--- config.mk ---
export PLATFORM = sky130hd
export DESIGN_NAME = multicore_priority_feedback_scheduler_flat
export DESIGN_NICKNAME = d
export VERILOG_FILES = /design/src/sv/mpfs_pkg.sv /design/src/sv/mpfs_if.sv /design/src/sv/multicore_priority_feedback_scheduler.sv /design/src/flat_wrapper.sv
export VERILOG_INCLUDE_DIRS = /design/src /design/src/sv
export SDC_FILE = /design/constraint.sdc
export NUM_CORES = 2
export LEC_CHECK = 0
export ABC_AREA = 1
export BUFFER_PORTS_ARGS = -buffer_cell sky130_fd_sc_hd__buf_2
export CORE_ASPECT_RATIO = 1.25
export CORE_MARGIN = 5
export CORE_UTILIZATION = 55
export CTS_CLUSTER_DIAMETER = 100
export DETAILED_ROUTE_END_ITERATION = 6
export PLACE_DENSITY = 0.71
export SKIP_CTS_REPAIR_TIMING = 1
export SLEW_MARGIN = 20
export SYNTH_ARGS = -nofsm -noshare
export SYNTH_HDL_FRONTEND = slang
export SYNTH_SLANG_ARGS = --single-unit
export TNS_END_PERCENT = 30
--- constraint.sdc ---
create_clock -name clk -period 5.5 [get_ports clk]
set_clock_uncertainty 0.15 [all_clocks]
set_input_delay 0.275 -clock clk [delete_from_list [all_inputs] [get_ports clk]]
set_output_delay 0.275 -clock clk [all_outputs]
set_load 0.02 [all_outputs]
--- src/sv/multicore_priority_feedback_scheduler_macros.svh ---
// Assertion macros shared by the scheduler RTL.
`ifndef MULTICORE_PRIORITY_FEEDBACK_SCHEDULER_MACROS_SVH
`define MULTICORE_PRIORITY_FEEDBACK_SCHEDULER_MACROS_SVH

// Same-cycle implication, checked on the rising edge while out of reset.
`define MPFS_ASSERT_NOW(lbl, ante, cons, msg) \
	lbl: assert property (@(posedge clk) disable iff (!arst_n) (ante) |-> (cons)) \
		else $error(msg);

// Next-cycle implication, checked on the rising edge while out of reset.
`define MPFS_ASSERT_NEXT(lbl, ante, cons, msg) \
	lbl: assert property (@(posedge clk) disable iff (!arst_n) (ante) |=> (cons)) \
		else $error(msg);

`endif

--- src/sv/mpfs_pkg.sv ---
// Types, constants and helpers of the scheduling policy engine.
`default_nettype none
package mpfs_pkg;
	localparam int SLOTS  = 64;
	localparam int CPUS   = 8;
	localparam int QUEUES = 16;
	localparam int SLOT_W = $clog2(SLOTS);
	localparam int CPU_W  = $clog2(CPUS);
	localparam int CNT_W  = CPU_W + 1;
	localparam int PRI_W  = $clog2(QUEUES);
	localparam int LOAD_W = 7;
	localparam logic [LOAD_W-1:0] LOAD_MAX = '1;
	localparam int CFG_IDX_W = 3;
	localparam int CFG_DAT_W = 16;

	typedef enum logic [2:0] {
		CMD_START    = 3'd0,
		CMD_INHERIT  = 3'd1,
		CMD_STOP     = 3'd2,
		CMD_QUANTUM  = 3'd3,
		CMD_NICE     = 3'd4,
		CMD_BALANCE  = 3'd5
	} cmd_t;

	typedef enum logic [1:0] {
		ST_OK      = 2'd0,
		ST_BAD_PRI = 2'd1,
		ST_UNUSED  = 2'd2,
		ST_BUSY    = 2'd3
	} status_t;

	typedef enum logic [CFG_IDX_W-1:0] {
		REG_CPU_COUNT    = 3'd0,
		REG_BOOT_CPU     = 3'd1,
		REG_USER_QUEUE   = 3'd2,
		REG_LOWEST_QUEUE = 3'd3,
		REG_DEFAULT_SLICE = 3'd4,
		REG_SM_SLOT      = 3'd5
	} reg_idx_t;

	typedef enum logic [3:0] {
		S_IDLE, S_DECODE, S_LOAD, S_DROP, S_CHOOSE, S_SCAN,
		S_ADD, S_PUSH, S_RET, S_BAL_CHK, S_FIN
	} fsm_t;

	typedef struct packed {
		logic [PRI_W-1:0] pri;
		logic [PRI_W-1:0] max_pri;
		logic [15:0]      slice;
		logic [CPU_W-1:0] cpu;
		logic             sys;
	} entry_t;

	typedef struct packed {
		logic [1:0]        status;
		logic [SLOT_W-1:0] slot;
		logic [3:0]        pri;
		logic [15:0]       slice;
		logic [2:0]        cpu;
		logic              niced;
		logic              scheduled;
		logic              last;
	} rec_t;

	function automatic rec_t make_rec(input status_t st, input logic [SLOT_W-1:0] s,
			input logic placed, input entry_t e, input logic [3:0] uq);
		rec_t r;
		r = '0;
		r.status = st;
		r.slot = s;
		if (placed) begin
			r.pri = 4'(e.pri);
			r.slice = e.slice;
			r.cpu = 3'(e.cpu);
			r.niced = (4'(e.max_pri) > uq);
			r.scheduled = 1'b1;
		end
		return r;
	endfunction
endpackage
`default_nettype wire

--- src/sv/mpfs_if.sv ---
// Request, result and configuration channel interfaces.
`default_nettype none
interface mpfs_cmd_if;
	logic       valid;
	logic       ready;
	logic [2:0] command;
	logic [5:0] slot;
	logic [5:0] parent_slot;
	logic [4:0] requested_priority;
	logic [15:0] quantum;
	modport source (output valid, command, slot, parent_slot, requested_priority, quantum,
		input ready);
	modport sink (input valid, command, slot, parent_slot, requested_priority, quantum,
		output ready);
endinterface

interface mpfs_rsp_if;
	logic        valid;
	logic        ready;
	logic [1:0]  status;
	logic [5:0]  slot_out;
	logic [3:0]  priority_out;
	logic [15:0] slice_out;
	logic [2:0]  cpu_out;
	logic        niced;
	logic        scheduled;
	logic        last;
	modport source (output valid, status, slot_out, priority_out, slice_out, cpu_out,
		niced, scheduled, last, input ready);
	modport sink (input valid, status, slot_out, priority_out, slice_out, cpu_out,
		niced, scheduled, last, output ready);
endinterface

interface mpfs_cfg_if;
	logic        valid;
	logic        ready;
	logic [2:0]  index;
	logic [15:0] wdata;
	modport source (output valid, index, wdata, input ready);
	modport sink (input valid, index, wdata, output ready);
endinterface
`default_nettype wire

--- src/sv/multicore_priority_feedback_scheduler.sv ---
// Scheduling policy engine: slot table memory, per-CPU loads and command sequencer.
// One request at a time; the time from acceptance to a command's result is set mostly
// by the CPU load scan, one counter per cycle over up to eight CPUs.
// A balance tick walks all 64 slots, skipping over idle slots and making a full
// read-modify-write placement for each raised process. Reset clears in-use marks,
// loads, configuration and control registers; table and payload data stay undefined.
`default_nettype none
`include "multicore_priority_feedback_scheduler_macros.svh"
module multicore_priority_feedback_scheduler (
	input  wire logic clk,
	input  wire logic arst_n,
	mpfs_cmd_if.sink   cmd,
	mpfs_rsp_if.source rsp,
	mpfs_cfg_if.sink   cfg
);
	import mpfs_pkg::*;

	// Configuration registers.
	logic [3:0]  cpu_count_q;
	logic [2:0]  boot_cpu_q;
	logic [3:0]  user_queue_q;
	logic [3:0]  lowest_queue_q;
	logic [15:0] default_slice_q;
	logic [5:0]  sm_slot_q;

	// The default slice register is written by configuration but never read,
	// so no record ever shows it.
	logic unused_slice;
	assign unused_slice = ^default_slice_q;

	assign cfg.ready = 1'b1;

	always_ff @(posedge clk or negedge arst_n) begin
		if (!arst_n) begin
			cpu_count_q <= 4'd1;
			boot_cpu_q <= 3'd0;
			user_queue_q <= 4'd7;
			lowest_queue_q <= 4'd14;
			default_slice_q <= 16'd200;
			sm_slot_q <= 6'd0;
		end else if (cfg.valid) begin
			case (reg_idx_t'(cfg.index))
				REG_CPU_COUNT:     cpu_count_q <= cfg.wdata[3:0];
				REG_BOOT_CPU:      boot_cpu_q <= cfg.wdata[2:0];
				REG_USER_QUEUE:    user_queue_q <= cfg.wdata[3:0];
				REG_LOWEST_QUEUE:  lowest_queue_q <= cfg.wdata[3:0];
				REG_DEFAULT_SLICE: default_slice_q <= cfg.wdata;
				REG_SM_SLOT:       sm_slot_q <= cfg.wdata[5:0];
				default: ;
			endcase
		end
	end

	// A count of zero behaves as one CPU and anything above the CPU total as all CPUs.
	logic [CNT_W-1:0] eff_n;
	logic [CPU_W-1:0] eff_boot;
	always_comb begin
		if (cpu_count_q == 4'd0) begin
			eff_n = CNT_W'(1);
		end else if ({1'b0, cpu_count_q} > 5'(CPUS)) begin
			eff_n = CNT_W'(CPUS);
		end else begin
			eff_n = CNT_W'(cpu_count_q);
		end
		eff_boot = CPU_W'(boot_cpu_q);
	end

	// Accepted request held for the whole command.
	cmd_t              cmd_q;
	logic [SLOT_W-1:0] slot_q;
	logic [SLOT_W-1:0] par_q;
	logic [4:0]        req_q;
	logic [15:0]       quantum_q;

	fsm_t state_q, state_d;
	logic cmd_acc;
	assign cmd.ready = (state_q == S_IDLE);
	assign cmd_acc = cmd.valid && cmd.ready;

	always_ff @(posedge clk) begin
		if (cmd_acc) begin
			cmd_q <= cmd_t'(cmd.command);
			slot_q <= cmd.slot;
			par_q <= cmd.parent_slot;
			req_q <= cmd.requested_priority;
			quantum_q <= cmd.quantum;
		end
	end

	// Slot table memory with registered read; in-use marks live in flip-flops so
	// that reset clears them at once.
	entry_t            mem [SLOTS];
	entry_t            rd_s1;
	logic [SLOT_W-1:0] rd_addr;
	logic              mem_we;
	logic [SLOT_W-1:0] wr_addr;
	entry_t            wr_data;
	logic [SLOTS-1:0]  in_use_q;

	always_ff @(posedge clk) begin
		if (mem_we) begin
			mem[wr_addr] <= wr_data;
		end
		rd_s1 <= mem[rd_addr];
	end

	// Per-CPU load counters; every access goes through one index chosen by state.
	logic [LOAD_W-1:0] core_load_q [CPUS];
	logic [LOAD_W-1:0] core_sys_load_q [CPUS];
	logic [CPU_W-1:0]  cidx;
	logic [LOAD_W-1:0] load_rd;
	logic [LOAD_W-1:0] sys_rd;
	assign load_rd = core_load_q[cidx];
	assign sys_rd = core_sys_load_q[cidx];

	// Working registers of the command in flight.
	entry_t            w_q;
	logic [SLOT_W-1:0] cur_slot_q;
	logic [CPU_W-1:0]  best_q;
	logic [LOAD_W-1:0] best_load_q;
	logic [CPU_W-1:0]  scan_c_q;
	logic [SLOT_W-1:0] bal_i_q;
	rec_t              nr_q;
	rec_t              rec_q;
	logic              rec_have_q;
	rec_t              out_q;
	logic              out_v_q;
	logic              out_free;
	logic              out_load;

	assign out_free = !out_v_q || rsp.ready;
	// The held record moves to the output register, once that is free, when a newer one
	// arrives or when the command closes.
	assign out_load = (state_q == S_PUSH || state_q == S_FIN) && rec_have_q && out_free;

	// Decode-time checks; a failure produces a record holding only status and slot.
	logic    dec_err;
	status_t dec_st;
	always_comb begin
		dec_err = 1'b0;
		dec_st = ST_OK;
		case (cmd_q)
			CMD_START, CMD_INHERIT: begin
				if (in_use_q[slot_q]) begin
					dec_err = 1'b1;
					dec_st = ST_BUSY;
				end else if (req_q[4]) begin
					dec_err = 1'b1;
					dec_st = ST_BAD_PRI;
				end else if (cmd_q == CMD_INHERIT && !in_use_q[par_q]) begin
					dec_err = 1'b1;
					dec_st = ST_UNUSED;
				end
			end
			CMD_STOP, CMD_QUANTUM, CMD_NICE: begin
				if (!in_use_q[slot_q]) begin
					dec_err = 1'b1;
					dec_st = ST_UNUSED;
				end else if (cmd_q == CMD_NICE && req_q[4]) begin
					dec_err = 1'b1;
					dec_st = ST_BAD_PRI;
				end
			end
			default: ;
		endcase
	end

	// Next state and the strobes that go with it.
	logic bal_raise;
	logic scan_done;
	logic bal_end;
	assign bal_raise = rd_s1.pri > rd_s1.max_pri;
	assign scan_done = ({1'b0, scan_c_q} == eff_n - CNT_W'(1));
	assign bal_end = (bal_i_q == SLOT_W'(SLOTS - 1));

	always_comb begin
		state_d = state_q;
		rd_addr = slot_q;
		cidx = w_q.cpu;
		mem_we = 1'b0;
		wr_addr = cur_slot_q;
		wr_data = w_q;
		wr_data.cpu = best_q;
		case (state_q)
			S_IDLE: begin
				if (cmd_acc) state_d = S_DECODE;
			end
			S_DECODE: begin
				rd_addr = (cmd_q == CMD_INHERIT) ? par_q : slot_q;
				if (cmd_q == CMD_BALANCE) begin
					state_d = S_BAL_CHK;
				end else if (cmd_q != CMD_START && cmd_q != CMD_INHERIT &&
						cmd_q != CMD_STOP && cmd_q != CMD_QUANTUM && cmd_q != CMD_NICE) begin
					state_d = S_FIN;
				end else if (dec_err) begin
					state_d = S_PUSH;
				end else begin
					state_d = S_LOAD;
				end
			end
			S_BAL_CHK: begin
				rd_addr = bal_i_q;
				if (in_use_q[bal_i_q]) state_d = S_LOAD;
				else if (bal_end) state_d = S_FIN;
			end
			S_LOAD: begin
				case (cmd_q)
					CMD_START, CMD_INHERIT: state_d = (par_q == slot_q) ? S_ADD : S_CHOOSE;
					CMD_BALANCE: state_d = bal_raise ? S_DROP : S_RET;
					default: state_d = S_DROP;
				endcase
			end
			S_DROP: begin
				cidx = w_q.cpu;
				state_d = (cmd_q == CMD_STOP) ? S_PUSH : S_CHOOSE;
			end
			S_CHOOSE: begin
				cidx = eff_boot;
				if (eff_n == CNT_W'(1) || w_q.sys) state_d = S_ADD;
				else state_d = S_SCAN;
			end
			S_SCAN: begin
				cidx = scan_c_q;
				if (scan_done) state_d = S_ADD;
			end
			S_ADD: begin
				cidx = best_q;
				mem_we = 1'b1;
				state_d = S_PUSH;
			end
			S_PUSH: begin
				if (!rec_have_q || out_free) state_d = S_RET;
			end
			S_RET: begin
				if (cmd_q == CMD_BALANCE && !bal_end) state_d = S_BAL_CHK;
				else state_d = S_FIN;
			end
			S_FIN: begin
				if (!rec_have_q || out_free) state_d = S_IDLE;
			end
			default: state_d = S_IDLE;
		endcase
	end

	always_ff @(posedge clk or negedge arst_n) begin
		if (!arst_n) begin
			state_q <= S_IDLE;
		end else begin
			state_q <= state_d;
		end
	end

	// Control state: in-use marks, loads, record bookkeeping, output register.
	always_ff @(posedge clk or negedge arst_n) begin
		if (!arst_n) begin
			in_use_q <= '0;
			rec_have_q <= 1'b0;
			out_v_q <= 1'b0;
			for (int c = 0; c < CPUS; c++) begin
				core_load_q[c] <= '0;
				core_sys_load_q[c] <= '0;
			end
		end else begin
			if (out_load) out_v_q <= 1'b1;
			else if (out_v_q && rsp.ready) out_v_q <= 1'b0;
			case (state_q)
				S_DROP: begin
					if (load_rd != '0) core_load_q[cidx] <= load_rd - LOAD_W'(1);
					if (w_q.sys && sys_rd != '0) core_sys_load_q[cidx] <= sys_rd - LOAD_W'(1);
					if (cmd_q == CMD_STOP) in_use_q[cur_slot_q] <= 1'b0;
				end
				S_ADD: begin
					if (load_rd != LOAD_MAX) core_load_q[cidx] <= load_rd + LOAD_W'(1);
					if (w_q.sys && sys_rd != LOAD_MAX) core_sys_load_q[cidx] <= sys_rd + LOAD_W'(1);
					in_use_q[cur_slot_q] <= 1'b1;
				end
				S_PUSH: begin
					// A held record goes out marked not-last once a newer one exists.
					if (!rec_have_q) rec_have_q <= 1'b1;
				end
				S_FIN: begin
					if (out_load) rec_have_q <= 1'b0;
				end
				default: ;
			endcase
		end
	end

	// Entry as updated by the command, formed from the table read.
	entry_t w_load;
	always_comb begin
		w_load = rd_s1;
		case (cmd_q)
			CMD_START, CMD_INHERIT: begin
				w_load.sys = (par_q == sm_slot_q);
				w_load.max_pri = req_q[PRI_W-1:0];
				w_load.pri = (cmd_q == CMD_START) ? req_q[PRI_W-1:0] : rd_s1.pri;
				w_load.slice = (cmd_q == CMD_START) ? quantum_q : rd_s1.slice;
			end
			CMD_QUANTUM: begin
				if (rd_s1.pri < lowest_queue_q) w_load.pri = rd_s1.pri + PRI_W'(1);
			end
			CMD_NICE: begin
				w_load.pri = req_q[PRI_W-1:0];
				w_load.max_pri = req_q[PRI_W-1:0];
			end
			CMD_BALANCE: begin
				w_load.pri = rd_s1.pri - PRI_W'(1);
			end
			default: ;
		endcase
	end

	// The held record carries the last mark only when the command closes.
	rec_t rec_out;
	always_comb begin
		rec_out = rec_q;
		rec_out.last = (state_q == S_FIN);
	end

	// Payload registers.
	always_ff @(posedge clk) begin
		case (state_q)
			S_DECODE: begin
				cur_slot_q <= slot_q;
				nr_q <= make_rec(dec_st, slot_q, 1'b0, w_q, user_queue_q);
				bal_i_q <= '0;
			end
			S_BAL_CHK: begin
				cur_slot_q <= bal_i_q;
				if (!in_use_q[bal_i_q] && !bal_end) bal_i_q <= bal_i_q + SLOT_W'(1);
			end
			S_LOAD: begin
				w_q <= w_load;
				best_q <= eff_boot;
			end
			S_DROP: begin
				nr_q <= make_rec(ST_OK, cur_slot_q, 1'b0, w_q, user_queue_q);
			end
			S_CHOOSE: begin
				best_q <= eff_boot;
				best_load_q <= load_rd;
				scan_c_q <= '0;
			end
			S_SCAN: begin
				if (load_rd < best_load_q) begin
					best_q <= scan_c_q;
					best_load_q <= load_rd;
				end
				scan_c_q <= scan_c_q + CPU_W'(1);
			end
			S_ADD: begin
				nr_q <= make_rec(ST_OK, cur_slot_q, 1'b1, wr_data, user_queue_q);
			end
			S_PUSH: begin
				if (!rec_have_q) begin
					rec_q <= nr_q;
				end else if (out_free) begin
					out_q <= rec_out;
					rec_q <= nr_q;
				end
			end
			S_RET: begin
				if (cmd_q == CMD_BALANCE && !bal_end) bal_i_q <= bal_i_q + SLOT_W'(1);
			end
			S_FIN: begin
				if (rec_have_q && out_free) out_q <= rec_out;
			end
			default: ;
		endcase
	end

	assign rsp.valid = out_v_q;
	assign rsp.status = out_q.status;
	assign rsp.slot_out = out_q.slot;
	assign rsp.priority_out = out_q.pri;
	assign rsp.slice_out = out_q.slice;
	assign rsp.cpu_out = out_q.cpu;
	assign rsp.niced = out_q.niced;
	assign rsp.scheduled = out_q.scheduled;
	assign rsp.last = out_q.last;

	// A request is only taken while no other command is in flight.
	`MPFS_ASSERT_NEXT(a_busy_after_accept, cmd_acc, state_q == S_DECODE && !cmd.ready,
		"request accepted but sequencer did not start")
	// The load scan never reaches a CPU outside the active count.
	`MPFS_ASSERT_NOW(a_scan_in_range, state_q == S_SCAN, {1'b0, scan_c_q} < eff_n,
		"load scan beyond active CPU count")
	// Closing a command with a held record always releases it as the final result.
	`MPFS_ASSERT_NEXT(a_last_released, state_q == S_FIN && rec_have_q && out_free,
		rsp.valid && rsp.last && !rec_have_q, "final record not released")
	// A table write marks its slot in use.
	`MPFS_ASSERT_NEXT(a_write_marks_use, mem_we, in_use_q[$past(wr_addr)],
		"table entry written without in-use mark")
endmodule
`default_nettype wire
--- src/flat_wrapper.sv ---
// flat-port wrapper written by rule: the top's interface ports become plain ports
module multicore_priority_feedback_scheduler_flat import mpfs_pkg::*;
  (clk, arst_n, cmd_valid, cmd_command, cmd_slot, cmd_parent_slot, cmd_requested_priority, cmd_quantum, cmd_ready, rsp_valid, rsp_status, rsp_slot_out, rsp_priority_out, rsp_slice_out, rsp_cpu_out, rsp_niced, rsp_scheduled, rsp_last, rsp_ready, cfg_valid, cfg_index, cfg_wdata, cfg_ready);
  mpfs_cmd_if cmd_i ();
  mpfs_rsp_if rsp_i ();
  mpfs_cfg_if cfg_i ();
  input  wire logic clk;
  input  wire logic arst_n;
  input wire logic [$bits(cmd_i.valid)-1:0] cmd_valid;
  input wire logic [$bits(cmd_i.command)-1:0] cmd_command;
  input wire logic [$bits(cmd_i.slot)-1:0] cmd_slot;
  input wire logic [$bits(cmd_i.parent_slot)-1:0] cmd_parent_slot;
  input wire logic [$bits(cmd_i.requested_priority)-1:0] cmd_requested_priority;
  input wire logic [$bits(cmd_i.quantum)-1:0] cmd_quantum;
  output wire logic [$bits(cmd_i.ready)-1:0] cmd_ready;
  output wire logic [$bits(rsp_i.valid)-1:0] rsp_valid;
  output wire logic [$bits(rsp_i.status)-1:0] rsp_status;
  output wire logic [$bits(rsp_i.slot_out)-1:0] rsp_slot_out;
  output wire logic [$bits(rsp_i.priority_out)-1:0] rsp_priority_out;
  output wire logic [$bits(rsp_i.slice_out)-1:0] rsp_slice_out;
  output wire logic [$bits(rsp_i.cpu_out)-1:0] rsp_cpu_out;
  output wire logic [$bits(rsp_i.niced)-1:0] rsp_niced;
  output wire logic [$bits(rsp_i.scheduled)-1:0] rsp_scheduled;
  output wire logic [$bits(rsp_i.last)-1:0] rsp_last;
  input wire logic [$bits(rsp_i.ready)-1:0] rsp_ready;
  input wire logic [$bits(cfg_i.valid)-1:0] cfg_valid;
  input wire logic [$bits(cfg_i.index)-1:0] cfg_index;
  input wire logic [$bits(cfg_i.wdata)-1:0] cfg_wdata;
  output wire logic [$bits(cfg_i.ready)-1:0] cfg_ready;
  assign cmd_i.valid = cmd_valid;
  assign cmd_i.command = cmd_command;
  assign cmd_i.slot = cmd_slot;
  assign cmd_i.parent_slot = cmd_parent_slot;
  assign cmd_i.requested_priority = cmd_requested_priority;
  assign cmd_i.quantum = cmd_quantum;
  assign cmd_ready = cmd_i.ready;
  assign rsp_valid = rsp_i.valid;
  assign rsp_status = rsp_i.status;
  assign rsp_slot_out = rsp_i.slot_out;
  assign rsp_priority_out = rsp_i.priority_out;
  assign rsp_slice_out = rsp_i.slice_out;
  assign rsp_cpu_out = rsp_i.cpu_out;
  assign rsp_niced = rsp_i.niced;
  assign rsp_scheduled = rsp_i.scheduled;
  assign rsp_last = rsp_i.last;
  assign rsp_i.ready = rsp_ready;
  assign cfg_i.valid = cfg_valid;
  assign cfg_i.index = cfg_index;
  assign cfg_i.wdata = cfg_wdata;
  assign cfg_ready = cfg_i.ready;
  multicore_priority_feedback_scheduler u_core (.clk(clk), .arst_n(arst_n), .cmd(cmd_i), .rsp(rsp_i), .cfg(cfg_i));
endmodule
==> impl_metrics.tcl <==
set metrics [dict create \
    max_freq_ghz 0.223 \
    status "finished, violations left" \
    syn-cell-area_mm2 0.0910 \
    finalNetCount 7906 \
    synth-seq-cells 2156 \
    cp_num_buf_inv 5 \
    ys.flop_type "edfxtp_1" \
    yosysSeqAreaShare_pct 70.0 \
    antenna_found_initial 4 \
    syn_inst 7747 \
    yosysWarnings 0 \
    p_leak_nw 37.9 \
    overflow 0 \
    cp_data_required_time_ns 6.05 \
    dpl.hpwl_um 135000 \
    io_buffer_count 85 \
    clockRootBuffer "clkbuf_16" \
    ir_drop_v 0.000414 \
    grt_pass1_vias 58107 \
    finalSetupViolCount 0 \
    vias_per_cell 5.96 \
    numCtsBuffers 195 \
    cp_slowest_cell "o211ai_1" \
    critical_path_arrival_ns 5.04 \
    gp_routability_congestion 0.937 \
    grt_pass1_wl_um 358000 \
    setup_tns_ns 0 \
    period_share_pct 81.6 \
    slew_headroom_pct 13.7 \
    layout_min_cycle_time_ns 4.49 \
    chipWidth_um 374 \
    io_pins 97 \
    clk_latency_ns 0.85 \
    grt_max_degree 219 \
    hold_violations 48 \
    cts_tree "done" \
    clock-sinks 2156 \
    power_density_mw_per_mm2 464 \
    antenna_left 0 \
    finalNonFillerCells 10190 \
    violations "DRC, hold timing" \
    critPathMostFrequentCell "nand3_1" \
    rsz0062_at_grt "no" \
    rows 167 \
    synthDominantCellAreaShare_pct 65.4 \
    layout_common_cells "edfxtp_1 (1981), nand2_1 (1387), inv_1 (1086), nand3_1 (902), o211ai_1 (884)" \
    slowest_delay_ns 0.52 \
    final_util_pct 61.7 \
    path_delay_family "simple AND/OR/NAND/NOR gates" \
    clk_path_buf_depth 3 \
    drt_iter0_markers 7640 \
    die_h_um 465 \
    final_common_cell "edfxtp_1" \
    area_growth_pct 11.9 \
    clk_pin_slew_ns 0.07 \
    routed_wl_um 242000 \
    avgRoutedWirePerCell_um 23.7 \
    dp_cells 9744 \
    synth_nets 7832 \
    synth_area_per_cell_um2 11.7 \
    path_cells "inv_2 -> nor2_1 -> inv_1 -> nor2_1 -> nand3_1 -> o211ai_1 -> buf_12 -> buf_4 -> buf_4 -> nand2_1 -> o211ai_1 -> nand3_1 -> nand3_1 -> nand3_1 -> nand3_1 -> nand2_1" \
    coreArea_mm2 0.165 \
    synthArstFlopShare_pct 6.82 \
    critPathCaptureType "flip-flop" \
    hold_path_class "input pin to asynchronous set/reset pin" \
    final_max_slew_viol_count 0 \
    die_area_mm2 0.174 \
    num_vias 60726 \
    synth_edf_count 1981 \
    synth.largest_area_cell "edfxtp_1" \
    start_util_pct 55.1 \
    cap_violations 0 \
    layout-drive-gt1-share_pct 9.07 \
    ys_top_cells_by_area "edfxtp_1 (65%), o211ai_1 (7.3%), nand2_1 (5.7%)" \
    drc_errors 16 \
    cts.htree.levels 4 \
    dr.pass1.iters 7 \
    hold_slack_ns -0.0476 \
    crit_fanout 35 \
    startpoint_type "flip-flop" \
    crit_type "flip-flop to flip-flop" \
    grt_usage_pct 27.2 \
    ys_types 54 \
    worstMarginPinSlew_ns 1.29 \
]
## kinds of logic after synthesis
logic type / count (synthesis) / synth area share, %
AND/OR/NAND/NOR: 2616 / 12.3
flip-flops: 2156 / 70.0
buffers and inverters: 1565 / 6.86
AO/OA/AOI/OAI: 1351 / 10.0
adder cells (fa/ha/maj): 25 / 0.344
multiplexers: 17 / 0.210
XOR/XNOR: 16 / 0.183
other: 1 / 0.00412
## cell usage after synthesis, types with 3 or more instances
master	number
a22oi_1	3
nand3_4	3
nand3_1	902
ha_1	25
dfxtp_1	28
nand4_1	9
a221oi_1	3
clkbuf_1	185
buf_4	10
nand2_1	1388
inv_1	1088
o21ai_0	356
nand3b_1	6
o2111ai_1	3
nor2_4	3
mux2_2	17
dfstp_2	7
nand2_2	4
nor3_1	22
o22ai_1	26
nor2_2	13
buf_2	224
clkinv_1	9
inv_2	7
xnor2_1	8
dfrtp_1	140
xor2_1	6
a21oi_1	56
buf_6	4
buf_1	36
nand4_2	8
nor2_1	253
o211ai_1	884
edfxtp_1	1981
o221ai_1	6
## per-stage QoR
step	power (mW)	setup WS [ns]	hold slack, ns	cell area (µm²)
after global routing	49.1	0.614	-0.00109	102000
after detailed placement	33.4	1.07	0.255	94500
after floorplan	28.7	1.63	-0.171	91000
after CTS	47.1	1.05	-0.613	101000
after global placement	33.0	1.06	0.251	94300
final	47.3	1.01	-0.0476	102000
## report_power, final
part	switching [mW]	leakage (nW)	internal (mW)	total, mW
Clock	6.04	3.20	7.90	13.9
Sequential	0.741	20.0	19.9	20.7
Combinational	9.39	14.7	3.26	12.6
Total	16.2	37.9	31.1	47.3
## final timing paths
path                            cells after the start            start                    endpoint  slack, ns
worst max-delay path                               16  u_core.cmd_q[0]            u_core.rd_s1[22]       1.01
worst min register to register                      0   u_core.nr_q[3]           u_core.rec_out[3]       0.26
min in group clk                                    2   cmd_quantum[9]         u_core.quantum_q[9]       0.01
worst min-delay path                                2           arst_n      u_core.core_load_q[24]      -0.05
max in group asynchronous                           3           arst_n  asynchronous set/reset pin       3.92
worst max register to register                     16  u_core.cmd_q[0]            u_core.rd_s1[22]       1.01
## per-layer routing
| metal | vias to the layer above | track usage, % | share of wire (%) |
|---|---|---|---|
| met2 | 3253 | 43.7 | 47 |
| met4 | 0 | 12.6 | 4.8 |
| met5 | - | 0 | 0 |
| li1 | 27529 | - | - |
| met1 | 29340 | 36.6 | 38 |
| met3 | 604 | 4.96 | 10 |
## registers in the layout (all words and copies together) (netlist names), 4 cells and up, named ones only
register,count
u_core.req_q,5
u_core.mem,1792
u_core.cpu_count_q,4
u_core.lowest_queue_q,4
u_core.rec_out,33
u_core.core_load_q,56
u_core.rsp.slot_out,6
u_core.quantum_q,16
u_core.rsp.slice_out,16
u_core.w_q,28
u_core.nr_q,33
u_core.bal_i_q,6
u_core.sm_slot_q,6
u_core.user_queue_q,4
u_core.state_q,4
u_core.best_load_q,7
u_core.rd_s1,28
u_core.par_q,6
u_core.slot_q,6
u_core.cur_slot_q,6
u_core.rsp.priority_out,4
## cell type report
| cell class | instances | area (µm²) |
|---|---|---|
| Inverter | 1104 | 4160 |
| Tap cell | 2197 | 2750 |
| Clock inverter | 134 | 1370 |
| Antenna cell | 1 | 2.50 |
| Multi-Input combinational cell | 4026 | 21600 |
| Sequential cell | 2156 | 63700 |
| Timing Repair Buffer | 338 | 3030 |
| Clock buffer | 234 | 5200 |
| Fill cell | 12244 | 63200 |
Power figures use the tool's default switching activity.
